--- config.mk ---
export PLATFORM = sky130hd
export DESIGN_NAME = bounded_sequence_list_store
export DESIGN_NICKNAME = d
export VERILOG_FILES = /design/src/rtl/bsls_pkg.sv /design/src/rtl/bounded_sequence_list_store.sv /design/src/rtl/bsls_slot.sv
export SDC_FILE = /design/constraint.sdc
export NUM_CORES = 2
export LEC_CHECK = 0
export BUFFER_PORTS_ARGS = -buffer_cell sky130_fd_sc_hd__buf_4
export CORE_MARGIN = 1.5
export CORE_UTILIZATION = 32
export CTS_BUF_LIST = sky130_fd_sc_hd__clkbuf_16
export DETAILED_ROUTE_END_ITERATION = 10
export PLACE_DENSITY = 0.47
export SLEW_MARGIN = 0
export SYNTH_ARGS = -nofsm -noshare
export SYNTH_HDL_FRONTEND = slang
export SYNTH_SLANG_ARGS = --single-unit
--- constraint.sdc ---
create_clock -name clk -period 15.3 [get_ports clk]
set_clock_uncertainty 0.05 [all_clocks]
set_input_delay 2.295 -clock clk [delete_from_list [all_inputs] [get_ports clk]]
set_output_delay 2.295 -clock clk [all_outputs]
set_load 0.02 [all_outputs]
--- src/rtl/bsls_pkg.sv ---
// Shared types and codes for the bounded sequence list store.
package bsls_pkg;

    // Request codes
    localparam logic [2:0] REQ_INS_FRONT = 3'd0;
    localparam logic [2:0] REQ_INS_BACK  = 3'd1;
    localparam logic [2:0] REQ_READ      = 3'd2;
    localparam logic [2:0] REQ_WRITE     = 3'd3;
    localparam logic [2:0] REQ_SEARCH    = 3'd4;
    localparam logic [2:0] REQ_CLEAR     = 3'd5;

    // Result status codes
    localparam logic [1:0] STATUS_OK     = 2'd0;
    localparam logic [1:0] STATUS_BADPOS = 2'd1;
    localparam logic [1:0] STATUS_EMPTY  = 2'd2;
    localparam logic [1:0] STATUS_FULL   = 2'd3;

    localparam int POS_BITS   = 6;
    localparam int DATA_BITS  = 32;
    localparam int COUNT_BITS = 7;

    typedef struct packed {
        logic [2:0]                  req_type;
        logic [POS_BITS-1:0]         position;
        logic signed [DATA_BITS-1:0] value;
    } bsls_req_t;

    typedef struct packed {
        logic signed [DATA_BITS-1:0] read_value;
        logic                        found;
        logic [1:0]                  status;
        logic [COUNT_BITS-1:0]       entry_count;
    } bsls_rsp_t;

endpackage

--- src/rtl/bounded_sequence_list_store.sv ---
// Top level of the bounded sequence list store: sequencer, entry memory, result register.
//
//  Channel | Direction | Handshake             | Payload
//  --------+-----------+-----------------------+---------------------------
//  req     | in        | req_valid / req_stall | bsls_pkg::bsls_req_t
//  rsp     | out       | rsp_valid / rsp_stall | bsls_pkg::bsls_rsp_t
//
//  Inserts, writes, clears and refused requests finish in the cycle of acceptance;
//  a read finishes once its memory read has returned registered data.
//  A search fetches the front entry and then compares entries one per cycle
//  through the single read port of the entry memory.
//  Reset clears the head pointer, the count and the control state; the entry memory
//  is not cleared and needs no clearing pass.
//  A finished result waits in a holding register while rsp_stall is high, and the
//  next request is then taken only once the result register is free again.
module bounded_sequence_list_store #(
    parameter int DEPTH      = 64,
    parameter int VALUE_BITS = 32
) (
    input  logic                clk,
    input  logic                rst_n,
    input  logic                req_valid,
    output logic                req_stall,
    input  bsls_pkg::bsls_req_t req_data,
    output logic                rsp_valid,
    input  logic                rsp_stall,
    output bsls_pkg::bsls_rsp_t rsp_data
);

    // Slot index width, count width, and widened forms for the fixed port fields
    localparam int AW = $clog2(DEPTH);
    localparam int CW = $clog2(DEPTH + 1);
    localparam int WW = (CW > bsls_pkg::POS_BITS) ? CW : bsls_pkg::POS_BITS;
    localparam int EW = (CW > bsls_pkg::COUNT_BITS) ? CW : bsls_pkg::COUNT_BITS;
    localparam int VW = (VALUE_BITS > bsls_pkg::DATA_BITS) ? VALUE_BITS : bsls_pkg::DATA_BITS;

    // Sequencer states
    localparam logic [1:0] S_IDLE = 2'd0;
    localparam logic [1:0] S_READ = 2'd1;
    localparam logic [1:0] S_SCAN = 2'd2;
    localparam logic [1:0] S_DONE = 2'd3;

    logic [1:0]            state_reg, state_next;
    logic [AW-1:0]         head_reg, head_next;
    logic [CW-1:0]         count_reg, count_next;
    logic [AW-1:0]         scan_slot_reg, scan_slot_next;
    logic [AW-1:0]         scan_k_reg, scan_k_next;
    logic [VALUE_BITS-1:0] val_reg, val_next;
    bsls_pkg::bsls_rsp_t   res_reg, res_next;
    logic                  out_valid_reg, out_valid_next;
    bsls_pkg::bsls_rsp_t   out_data_reg, out_data_next;

    // Entry memory: one write port, one registered read port
    logic [VALUE_BITS-1:0] mem [DEPTH];
    logic [VALUE_BITS-1:0] rdata_reg;
    logic                  mem_we;
    logic [AW-1:0]         mem_waddr;
    logic [VALUE_BITS-1:0] mem_wdata;
    logic                  mem_re;
    logic [AW-1:0]         mem_raddr;

    logic                  req_accept;
    logic                  out_free;
    logic                  full;
    logic                  finish;
    bsls_pkg::bsls_rsp_t   rsp_c;
    logic [WW-1:0]         pos_ext;
    logic                  pos_bad;
    logic [AW-1:0]         acc_offset;
    logic [AW-1:0]         acc_slot;
    logic [AW-1:0]         step_slot;
    logic [AW-1:0]         head_dec;
    logic [VW-1:0]         in_wide;
    logic [VW-1:0]         rdata_wide;
    logic [VW-1:0]         val_wide;
    logic [EW-1:0]         count_wide;
    logic                  scan_last;

    assign req_stall  = (state_reg != S_IDLE);
    assign req_accept = req_valid && !req_stall;
    assign rsp_valid  = out_valid_reg;
    assign rsp_data   = out_data_reg;

    // The result register is free when empty or when its transaction completes now
    assign out_free = !out_valid_reg || !rsp_stall;

    assign full     = (count_reg >= CW'(DEPTH));
    assign pos_ext  = WW'(req_data.position);
    assign pos_bad  = (pos_ext >= WW'(count_reg));
    assign head_dec = (head_reg == '0) ? AW'(DEPTH - 1) : head_reg - AW'(1);

    // Values are held at VALUE_BITS; port fields are fixed at 32 bits
    assign in_wide    = VW'($unsigned(req_data.value));
    assign rdata_wide = VW'(rdata_reg);
    assign val_wide   = VW'(val_reg);
    assign scan_last  = ((CW'(scan_k_reg) + CW'(1)) == count_reg);

    // Offset into the list: the tail for an insert at the back, else the position
    assign acc_offset = (req_data.req_type == bsls_pkg::REQ_INS_BACK) ?
                        count_reg[AW-1:0] : pos_ext[AW-1:0];

    bsls_slot #(
        .DEPTH (DEPTH),
        .AW    (AW)
    ) u_acc_slot (
        .base   (head_reg),
        .offset (acc_offset),
        .slot   (acc_slot)
    );

    bsls_slot #(
        .DEPTH (DEPTH),
        .AW    (AW)
    ) u_step_slot (
        .base   (scan_slot_reg),
        .offset (AW'(1)),
        .slot   (step_slot)
    );

    always_comb
    begin
        state_next     = state_reg;
        head_next      = head_reg;
        count_next     = count_reg;
        scan_slot_next = scan_slot_reg;
        scan_k_next    = scan_k_reg;
        val_next       = val_reg;
        res_next       = res_reg;
        out_valid_next = out_valid_reg && rsp_stall;
        out_data_next  = out_data_reg;
        mem_we         = 1'b0;
        mem_waddr      = acc_slot;
        mem_wdata      = in_wide[VALUE_BITS-1:0];
        mem_re         = 1'b0;
        mem_raddr      = acc_slot;
        finish         = 1'b0;
        rsp_c          = '0;
        rsp_c.status   = bsls_pkg::STATUS_OK;

        case (state_reg)
            S_IDLE:
            begin
                if (req_accept)
                begin
                    val_next = in_wide[VALUE_BITS-1:0];
                    finish   = 1'b1;
                    case (req_data.req_type)
                        bsls_pkg::REQ_INS_FRONT:
                        begin
                            if (full)
                            begin
                                rsp_c.status = bsls_pkg::STATUS_FULL;
                            end
                            else
                            begin
                                mem_we     = 1'b1;
                                mem_waddr  = head_dec;
                                head_next  = head_dec;
                                count_next = count_reg + CW'(1);
                            end
                        end
                        bsls_pkg::REQ_INS_BACK:
                        begin
                            if (full)
                            begin
                                rsp_c.status = bsls_pkg::STATUS_FULL;
                            end
                            else
                            begin
                                mem_we     = 1'b1;
                                count_next = count_reg + CW'(1);
                            end
                        end
                        bsls_pkg::REQ_READ:
                        begin
                            if (pos_bad)
                            begin
                                rsp_c.status = bsls_pkg::STATUS_BADPOS;
                            end
                            else
                            begin
                                mem_re     = 1'b1;
                                finish     = 1'b0;
                                state_next = S_READ;
                            end
                        end
                        bsls_pkg::REQ_WRITE:
                        begin
                            if (pos_bad)
                            begin
                                rsp_c.status = bsls_pkg::STATUS_BADPOS;
                            end
                            else
                            begin
                                mem_we = 1'b1;
                            end
                        end
                        bsls_pkg::REQ_SEARCH:
                        begin
                            if (count_reg == '0)
                            begin
                                rsp_c.status = bsls_pkg::STATUS_EMPTY;
                            end
                            else
                            begin
                                // Fetch the front entry; compare from the next cycle on
                                mem_re         = 1'b1;
                                mem_raddr      = head_reg;
                                scan_slot_next = head_reg;
                                scan_k_next    = '0;
                                finish         = 1'b0;
                                state_next     = S_SCAN;
                            end
                        end
                        bsls_pkg::REQ_CLEAR:
                        begin
                            head_next  = '0;
                            count_next = '0;
                        end
                        default:
                        begin
                        end
                    endcase
                end
            end
            S_READ:
            begin
                rsp_c.read_value = rdata_wide[bsls_pkg::DATA_BITS-1:0];
                finish           = 1'b1;
            end
            S_SCAN:
            begin
                if (rdata_reg == val_reg)
                begin
                    rsp_c.read_value = val_wide[bsls_pkg::DATA_BITS-1:0];
                    rsp_c.found      = 1'b1;
                    finish           = 1'b1;
                end
                else if (scan_last)
                begin
                    finish = 1'b1;
                end
                else
                begin
                    // Advance to the next entry
                    mem_re         = 1'b1;
                    mem_raddr      = step_slot;
                    scan_slot_next = step_slot;
                    scan_k_next    = scan_k_reg + AW'(1);
                end
            end
            S_DONE:
            begin
                if (out_free)
                begin
                    out_valid_next = 1'b1;
                    out_data_next  = res_reg;
                    state_next     = S_IDLE;
                end
            end
            default:
            begin
                state_next = S_IDLE;
            end
        endcase

        count_wide        = EW'(count_next);
        rsp_c.entry_count = count_wide[bsls_pkg::COUNT_BITS-1:0];

        // Send the result straight out when the register is free, else hold it
        if (finish)
        begin
            if (out_free)
            begin
                out_valid_next = 1'b1;
                out_data_next  = rsp_c;
                state_next     = S_IDLE;
            end
            else
            begin
                res_next   = rsp_c;
                state_next = S_DONE;
            end
        end
    end

    always_ff @(posedge clk or negedge rst_n)
    begin
        if (!rst_n)
        begin
            state_reg     <= S_IDLE;
            head_reg      <= '0;
            count_reg     <= '0;
            out_valid_reg <= 1'b0;
        end
        else
        begin
            state_reg     <= state_next;
            head_reg      <= head_next;
            count_reg     <= count_next;
            out_valid_reg <= out_valid_next;
        end
    end

    always_ff @(posedge clk)
    begin
        scan_slot_reg <= scan_slot_next;
        scan_k_reg    <= scan_k_next;
        val_reg       <= val_next;
        res_reg       <= res_next;
        out_data_reg  <= out_data_next;
    end

    always_ff @(posedge clk)
    begin
        if (mem_we)
        begin
            mem[mem_waddr] <= mem_wdata;
        end
        if (mem_re)
        begin
            rdata_reg <= mem[mem_raddr];
        end
    end

`ifndef SYNTHESIS
    a_count_bound: assert property (@(posedge clk) disable iff (!rst_n)
        count_reg <= CW'(DEPTH))
        else $error("entry count beyond depth");

    a_done_holds: assert property (@(posedge clk) disable iff (!rst_n)
        (state_reg == S_DONE && out_valid_reg && rsp_stall) |=> (state_reg == S_DONE))
        else $error("held result left while result register busy");

    a_scan_in_list: assert property (@(posedge clk) disable iff (!rst_n)
        (state_reg == S_SCAN) |-> (CW'(scan_k_reg) < count_reg))
        else $error("search ran past the last entry");

    a_insert_grows: assert property (@(posedge clk) disable iff (!rst_n)
        (req_accept && req_data.req_type == bsls_pkg::REQ_INS_BACK && !full)
        |=> (count_reg == $past(count_reg) + CW'(1)))
        else $error("insert at back did not grow the list");

    a_result_on_finish: assert property (@(posedge clk) disable iff (!rst_n)
        (finish && out_free) |=> out_valid_reg)
        else $error("finished transaction not presented");
`endif

endmodule

--- src/rtl/bsls_slot.sv ---
// Circular slot arithmetic: base plus offset, wrapped at the store depth.
module bsls_slot #(
    parameter int DEPTH = 64,
    parameter int AW    = 6
) (
    input  logic [AW-1:0] base,
    input  logic [AW-1:0] offset,
    output logic [AW-1:0] slot
);

    logic [AW:0] sum;

    always_comb
    begin
        sum = {1'b0, base} + {1'b0, offset};
        // Both operands stay below DEPTH, so one subtraction is enough
        if (sum >= (AW+1)'(DEPTH))
        begin
            sum = sum - (AW+1)'(DEPTH);
        end
        slot = sum[AW-1:0];
    end

endmodule

======== Yosys cells after proc, flatten, opt, wreduce, memory -nomap -nowiden ========
Memories as Yosys holds them, arrays and structs flattened. A register that Yosys moved wholly into a read port is not among the register bits.
Index checks and enable logic that the tools add are counted.
word-level totals
  bits in registers ....................... 144
  bits in latches ......................... 0
  bits in writable memories ............... 2048
  ROM bits ................................ 0
  bits of input ports ..................... 45
  output and inout port bits .............. 44
  logic and storage cells ................. 148
  memories kept ........................... 1
memory list
  memory  words  width  rd ports  clocked after Yosys merged registers in  wr ports  RTL line                           text
  mem     64     32     1         1                                        1         bounded_sequence_list_store.sv:54  logic [VALUE_BITS-1:0] mem [DEPTH];
cells by class
  add/sub/neg operators ................... 8
  multiply operators ...................... 0
  div/mod/pow operators ................... 0
  order comparisons ....................... 4
  equality and inequality tests ........... 21
  shifts and indexed selects .............. 0
  mux-type cells .......................... 77
  bitwise gates (word level) .............. 1
  reductions and logical operators ........ 21
operators with widths
  kind                   count
  $mux W42               4
  $mux W6                24
  $pmux W32 S2           1
  $pmux W6 S2            4
  $mux W33               1
  $eq A32 B32 Y1         1
  $ge A7 B7 Y1 const B   3
  $mux W1                21
  $mux W7                3
  $mux W2                10
  $sub A6 B1 Y6 const B  3
  $add A6 B1 Y7 const B  2
  $pmux W7 S2            1
  $reduce_and A6 Y1      2
  $ne A2 B2 Y1 const B   5
  $ne A4 B4 Y1 const B   2
  $pmux W1 S2            4
  $pmux W2 S2            2
  $add A6 B6 Y7          1
  $add A7 B1 Y7 const B  1
  $eq A7 B7 Y1           1
  $ge A6 B7 Y1           1
  $logic_not A7 Y1       1
  $add A6 B1 Y6 const B  1
  other kinds (22)       33

======== Logic depth before layout (Yosys ltp) ========
  word-level depth ........................ 9
  depth in mapped cells ................... 21
  depth with buffers taken out ............ 17

======== Modules after synthesis ========
Synthesis repeated with hierarchy kept, for this count alone.
unflattened totals
  cells, all modules ...................... 6458
  area, all modules ....................... 88708.8 um2
by module, submodules not included
  module                       instances  cells each  area an instance (um2)  seq. area each (um2)
  bounded_sequence_list_store  1          6420        88336.0                 66283.6
  bsls_slot                    2          19          186.4                   0.0

======== Worst setup path before layout ========
OpenSTA, ideal clock, no wires.
  kind .................................... in2reg
  from .................................... input req_valid
  to ...................................... memory mem[33][0], enable pin
  library setup time ...................... 502 ps
  arrival time ............................ 7719 ps
  data required time ...................... 14748 ps
  setup slack ............................. 7030 ps
  stages .................................. 9
  buffers on the path ..................... 1
  path through ............................ nand2_1 inv_1 nand2_1 or3_1 clkbuf_1 a21oi_1 and2_1 nand3_1 nor4_1
on the way
  cells in the longest elaborated chain, start to end .. 5
  elaborated cells between the ends (all ways) .. 7
  those cells by class .................... mux (6); reduce/logical (1)
ends and longest elaborated chain
  what                           RTL line                            text
  start: declaration             bounded_sequence_list_store.sv:22   input logic req_valid,
  $logic_and A1 B1 Y1 (*)        bounded_sequence_list_store.sv:80   assign req_accept = req_valid && !req_stall;
  $mux W1                        bounded_sequence_list_store.sv:143  if (req_accept)
  $mux W1                        bounded_sequence_list_store.sv:140  case (state_reg)
  $mux W1                        bounded_sequence_list_store.sv:316  if (mem_we)
  $mux W1 (implied by the code)  bounded_sequence_list_store.sv:318  mem[mem_waddr] <= mem_wdata;
  end: declaration               bounded_sequence_list_store.sv:54
Mark *: on every way between the ends. The rest lies on a longest branch, timed or not.

======== Worst setup path after layout ========
  from .................................... input req_data[39] (netlist bit)
  to ...................................... register rdata_reg[9] (read register of mem) (data pin)
on the way
  cells in the longest elaborated chain, start to end .. 9
  elaborated cells between the ends (all ways) .. 17
  those cells by class .................... add/sub (2); order compare (1); eq/ne (3); mux (11)
ends and longest elaborated chain
  what                                           RTL line                            text
  start: declaration                             bounded_sequence_list_store.sv:24   input bsls_pkg::bsls_req_t req_data,
  $eq A3 B1 Y1                                   bounded_sequence_list_store.sv:99   assign acc_offset = (req_data.req_type == bsls_pkg::REQ_INS_BACK) ?
  $mux W6                                        bounded_sequence_list_store.sv:99
  $add A6 B6 Y7                                  bsls_slot.sv:15                     sum = {1'b0, base} + {1'b0, offset};
  $sub A6 B1 Y6 or $ge A7 B7 Y1 (tied branches)  bsls_slot.sv:19, bsls_slot.sv:17
  $mux W6                                        bsls_slot.sv:17                     if (sum >= (AW+1)'(DEPTH))
  $mux W6                                        bounded_sequence_list_store.sv:200  if (count_reg == '0)
  $mux W6                                        bounded_sequence_list_store.sv:147  case (req_data.req_type)
  $mux W6                                        bounded_sequence_list_store.sv:143
  $pmux W6 S2                                    bounded_sequence_list_store.sv:140
  end: declaration                               bounded_sequence_list_store.sv:55   logic [VALUE_BITS-1:0] rdata_reg;
Parallel ways exist; a longest one is shown, timed or not.
A chain may end at the register's enable or synchronous reset.

==> metrics.md <==
| Metric | Value |
|---|---|
| Status | `finished, final reports clean` |
| Die area | `280800 sq um` |
| Synth area leaders | `edfxtp_1 73%, mux2i_1 5.3%, nand2_1 5.0%` |
| Setup Fix Bufs, Post-CTS | `0` |
| Maxcap violations | `0` |
| Gpl congestion | `0.8262` |
| Clock-pin slew on the worst setup and hold paths | `60 ps` |
| Final net count | `6217` |
| Detailed-placement wirelength estimate | `152200 um` |
| Root Buffer | `clkbuf_16` |
| WL/cell | `28.61 um` |
| First-pass GRT wire length | `403000 um` |
| Total track usage | `20.10%` |
| Crit path launch | `req_data[39]` |
| Post-Synthesis Cells | `6087` |
| LEAKAGE | `33.68 nW` |
| Die Ht | `529.9 um` |
| Worst path cell trace | `buf_4, or3b_1, a311oi_2, o21ai_0, o41ai_4, buf_4, and2_4, buf_12, buf_4, mux2i_1, o221ai_1, a31oi_1, o211ai_1, o311a_1` |
| Tmin final | `8205 ps` |
| Met3 WL | `17470 um` |
| CP Max Fanout | `139` |
| Ys async rst share | `0.7194%` |
| Startpoint type of the worst setup path | `input pin` |
| Post-route DRC | `0` |
| TritonCTS clock tree | `yes` |
| Worst R2R Path Depth | `15` |
| Syn_nets | `6154` |
| Syn. warnings | `0` |
| Register area | `66280 sq um` |
| Drt total wl | `287500 um` |
| DR top layer | `met5` |
| Cts repair resizes | `0` |
| Critical path class | `input pin to flip-flop` |
| Number of flops mapped to enable cells by yosys | `2166` |
| Post-synthesis cell area | `88840 sq um` |
| Cts hold-fix bufs | `0` |
| Final setup vio count | `0` |
| I/O Buffers | `88` |
| Synth-to-layout area growth | `13.94%` |
| Core area | `276300 sq um` |
| Synth cell types | `65` |
| Hold Vio Cnt, Final | `0` |
| Arrival time at the worst endpoint | `8800 ps` |
| CTS buffer count | `233` |
| Slowest CP cell | `o211ai_1` |
| Most common cell on crit path | `buf_4` |
| # IOs | `89` |
| Period utilization | `53.63%` |
| Avg Cell Area, Syn | `14.59 sq um` |
| Vias in the first global route | `51780` |
| Clk buf depth | `3` |
| Power Density | `236.0 nW/um^2` |
| Highest cell delay on the worst timing path | `880 ps` |
| DRT met1 WL | `128800 um` |
| Measured slew at the worst slew-check pin | `1227 ps` |
| Total grt overflow | `0` |
| Register bit total from synthesis | `2224` |
| Met2 routed WL | `134400 um` |
| CTS H-tree depth | `4` |
| Max-slew violations | `0` |
| Peak supply drop | `0.2491 mV` |
| Drt pass-1 iters | `6` |
| Sequential share of the synthesized area | `74.61%` |
| Relative slew slack | `18.21%` |
| CP Data Required Time | `15900 ps` |
| Largest net degree at the start of global routing | `140` |
| DR vias/cell | `5.357` |
| Starting Density | `32.16%` |
| Initial DRC Count | `5378` |
| FF-to-FF Start | `state_reg[0]` |
| Hold path cells | `2` |
| R2r setup slk | `7770 ps` |
| Via count | `53830` |
| Fin Hold WS | `423.5 ps` |
| Hold worst-path end | `rsp_data[1]` |
| Initial antenna violation count | `15` |
| # rows | `193` |
| Hold Crit Class | `flip-flop to flip-flop` |
| Layout cells sized above 1 | `10.07%` |
| Die width | `529.9 um` |
| ANT nets after route | `0` |
| Fmax | `0.1219 GHz` |
| Worst Setup End Kind | `flip-flop` |
| Max reg flops | `2048` |
| Synth Flop Type | `edfxtp_1` |
| Worst skew pair latency | `900 ps` |
| Multi-input logic area | `21330 sq um` |
| Post-route setup TNS | `0 ps` |
| Top cell type's share of synthesized area | `73.22%` |
| RSZ-0062 raised after global routing | `no` |
| # fillers | `26130` |
| Yosys top cell by area | `edfxtp_1` |
| Hold_sp | `res_reg[1]` |
| Worst r2r dst | `rdata_reg[9]` |
| Clock Sinks | `2224` |
## critical path, delay by kind of cell
family          cells  cell delay, ps
compound gates      7            3110
simple gates        2            1060
mux                 1             170
buf+inv             4            1900
## synthesized netlist by cell type (all sizes together), types with 33 or more instances
cell type / count
a311oi: 44
nor2b: 36
clkbuf: 229
nor2: 127
nand2: 1187
o22ai: 75
buf: 177
o21bai: 34
xnor2: 47
nor3: 64
a21oi: 306
mux2i: 469
o221ai: 182
edfxtp: 2166
and3: 45
nor4: 72
o21a: 33
dfxtp: 42
a211oi: 57
o211ai: 33
a31oi: 65
nand3: 271
a22oi: 42
## per-layer routing
| layer | up-vias | global-route usage (%) |
|---|---|---|
| met5 | - | 0 |
| met4 | 4 | 5.202 |
| met3 | 402 | 3.050 |
| met2 | 1800 | 32.33 |
| met1 | 28050 | 28.30 |
| li1 | 23580 | - |
## how the worst max path moves through the flow
stage                     to  slack [ps]  depth (start not counted)
5_1_grt        rdata_reg[23]        6690                         14
6_report        rdata_reg[9]        7100                         14
3_5_place_dp   rdata_reg[23]        6350                         14
3_3_place_gp   rdata_reg[10]        6290                         17
2_1_floorplan     mem[33][0]        7030                          9
4_1_cts        rdata_reg[23]        7290                         14
## cell families after synthesis
kind of cell,Yosys count,share of synthesized area [%]
DFF,2224,74.61
muxes,475,5.360
AOI/OAI and AO/OA,1004,7.879
xor gates and xnor gates,57,0.5620
buffers and inverters,427,2.113
and+or+nand+nor,1878,9.155
adders and majority gates,22,0.3183
## through the flow
stage               util, %  instance area, sq um  total power, mW  worst slack [ps]  cells
detailed placement    34.10                 94210            18.66              6354   9620
floorplan                 -                 88840            13.74              7030   6087
CTS                   36.63                101200            23.94              7291  10040
global route          36.63                101200            24.83              6685  10040
global placement      34.10                 94210            18.65              6294   9620
finish                36.64                101200            23.88              7095  10050
## cell usage in the layout, fill, tap and decap left out, drive strengths merged, types with 29 or more instances in the layout
master,Yosys,final
a311oi,44,44
a22oi,42,42
a31oi,65,65
clkinv,0,104
nand2,1187,1187
nor4,72,72
nor2,127,127
o221ai,182,182
dfxtp,42,42
nor2b,36,36
nand3,271,271
o21a,33,33
o22ai,75,75
o211ai,33,33
o41ai,29,29
nor3,64,64
a211oi,57,57
and3,45,45
a21oi,306,306
clkbuf,229,237
buf,177,234
o21bai,34,34
mux2i,469,469
edfxtp,2166,2166
xnor2,47,47
inv,21,92
## where the power goes
group / switching (mW) / leakage [nW] / internal, mW
Combinational: 8.25 / 9.94 / 3.14
Sequential: 0.209 / 20.1 / 7.04
Clock: 2.37 / 3.68 / 2.88
## final cells by class
class                   count  area share [%]
flip-flops and latches   2224           65.49
well taps                3705           4.580
multi-input cells        3436           21.07
repair buffers            234           1.859
diodes                      6         0.01483
inverters                  21         0.07788
clock inverters           185           1.052
clock buffers             237           5.859
Power figures use the tool's default switching activity.
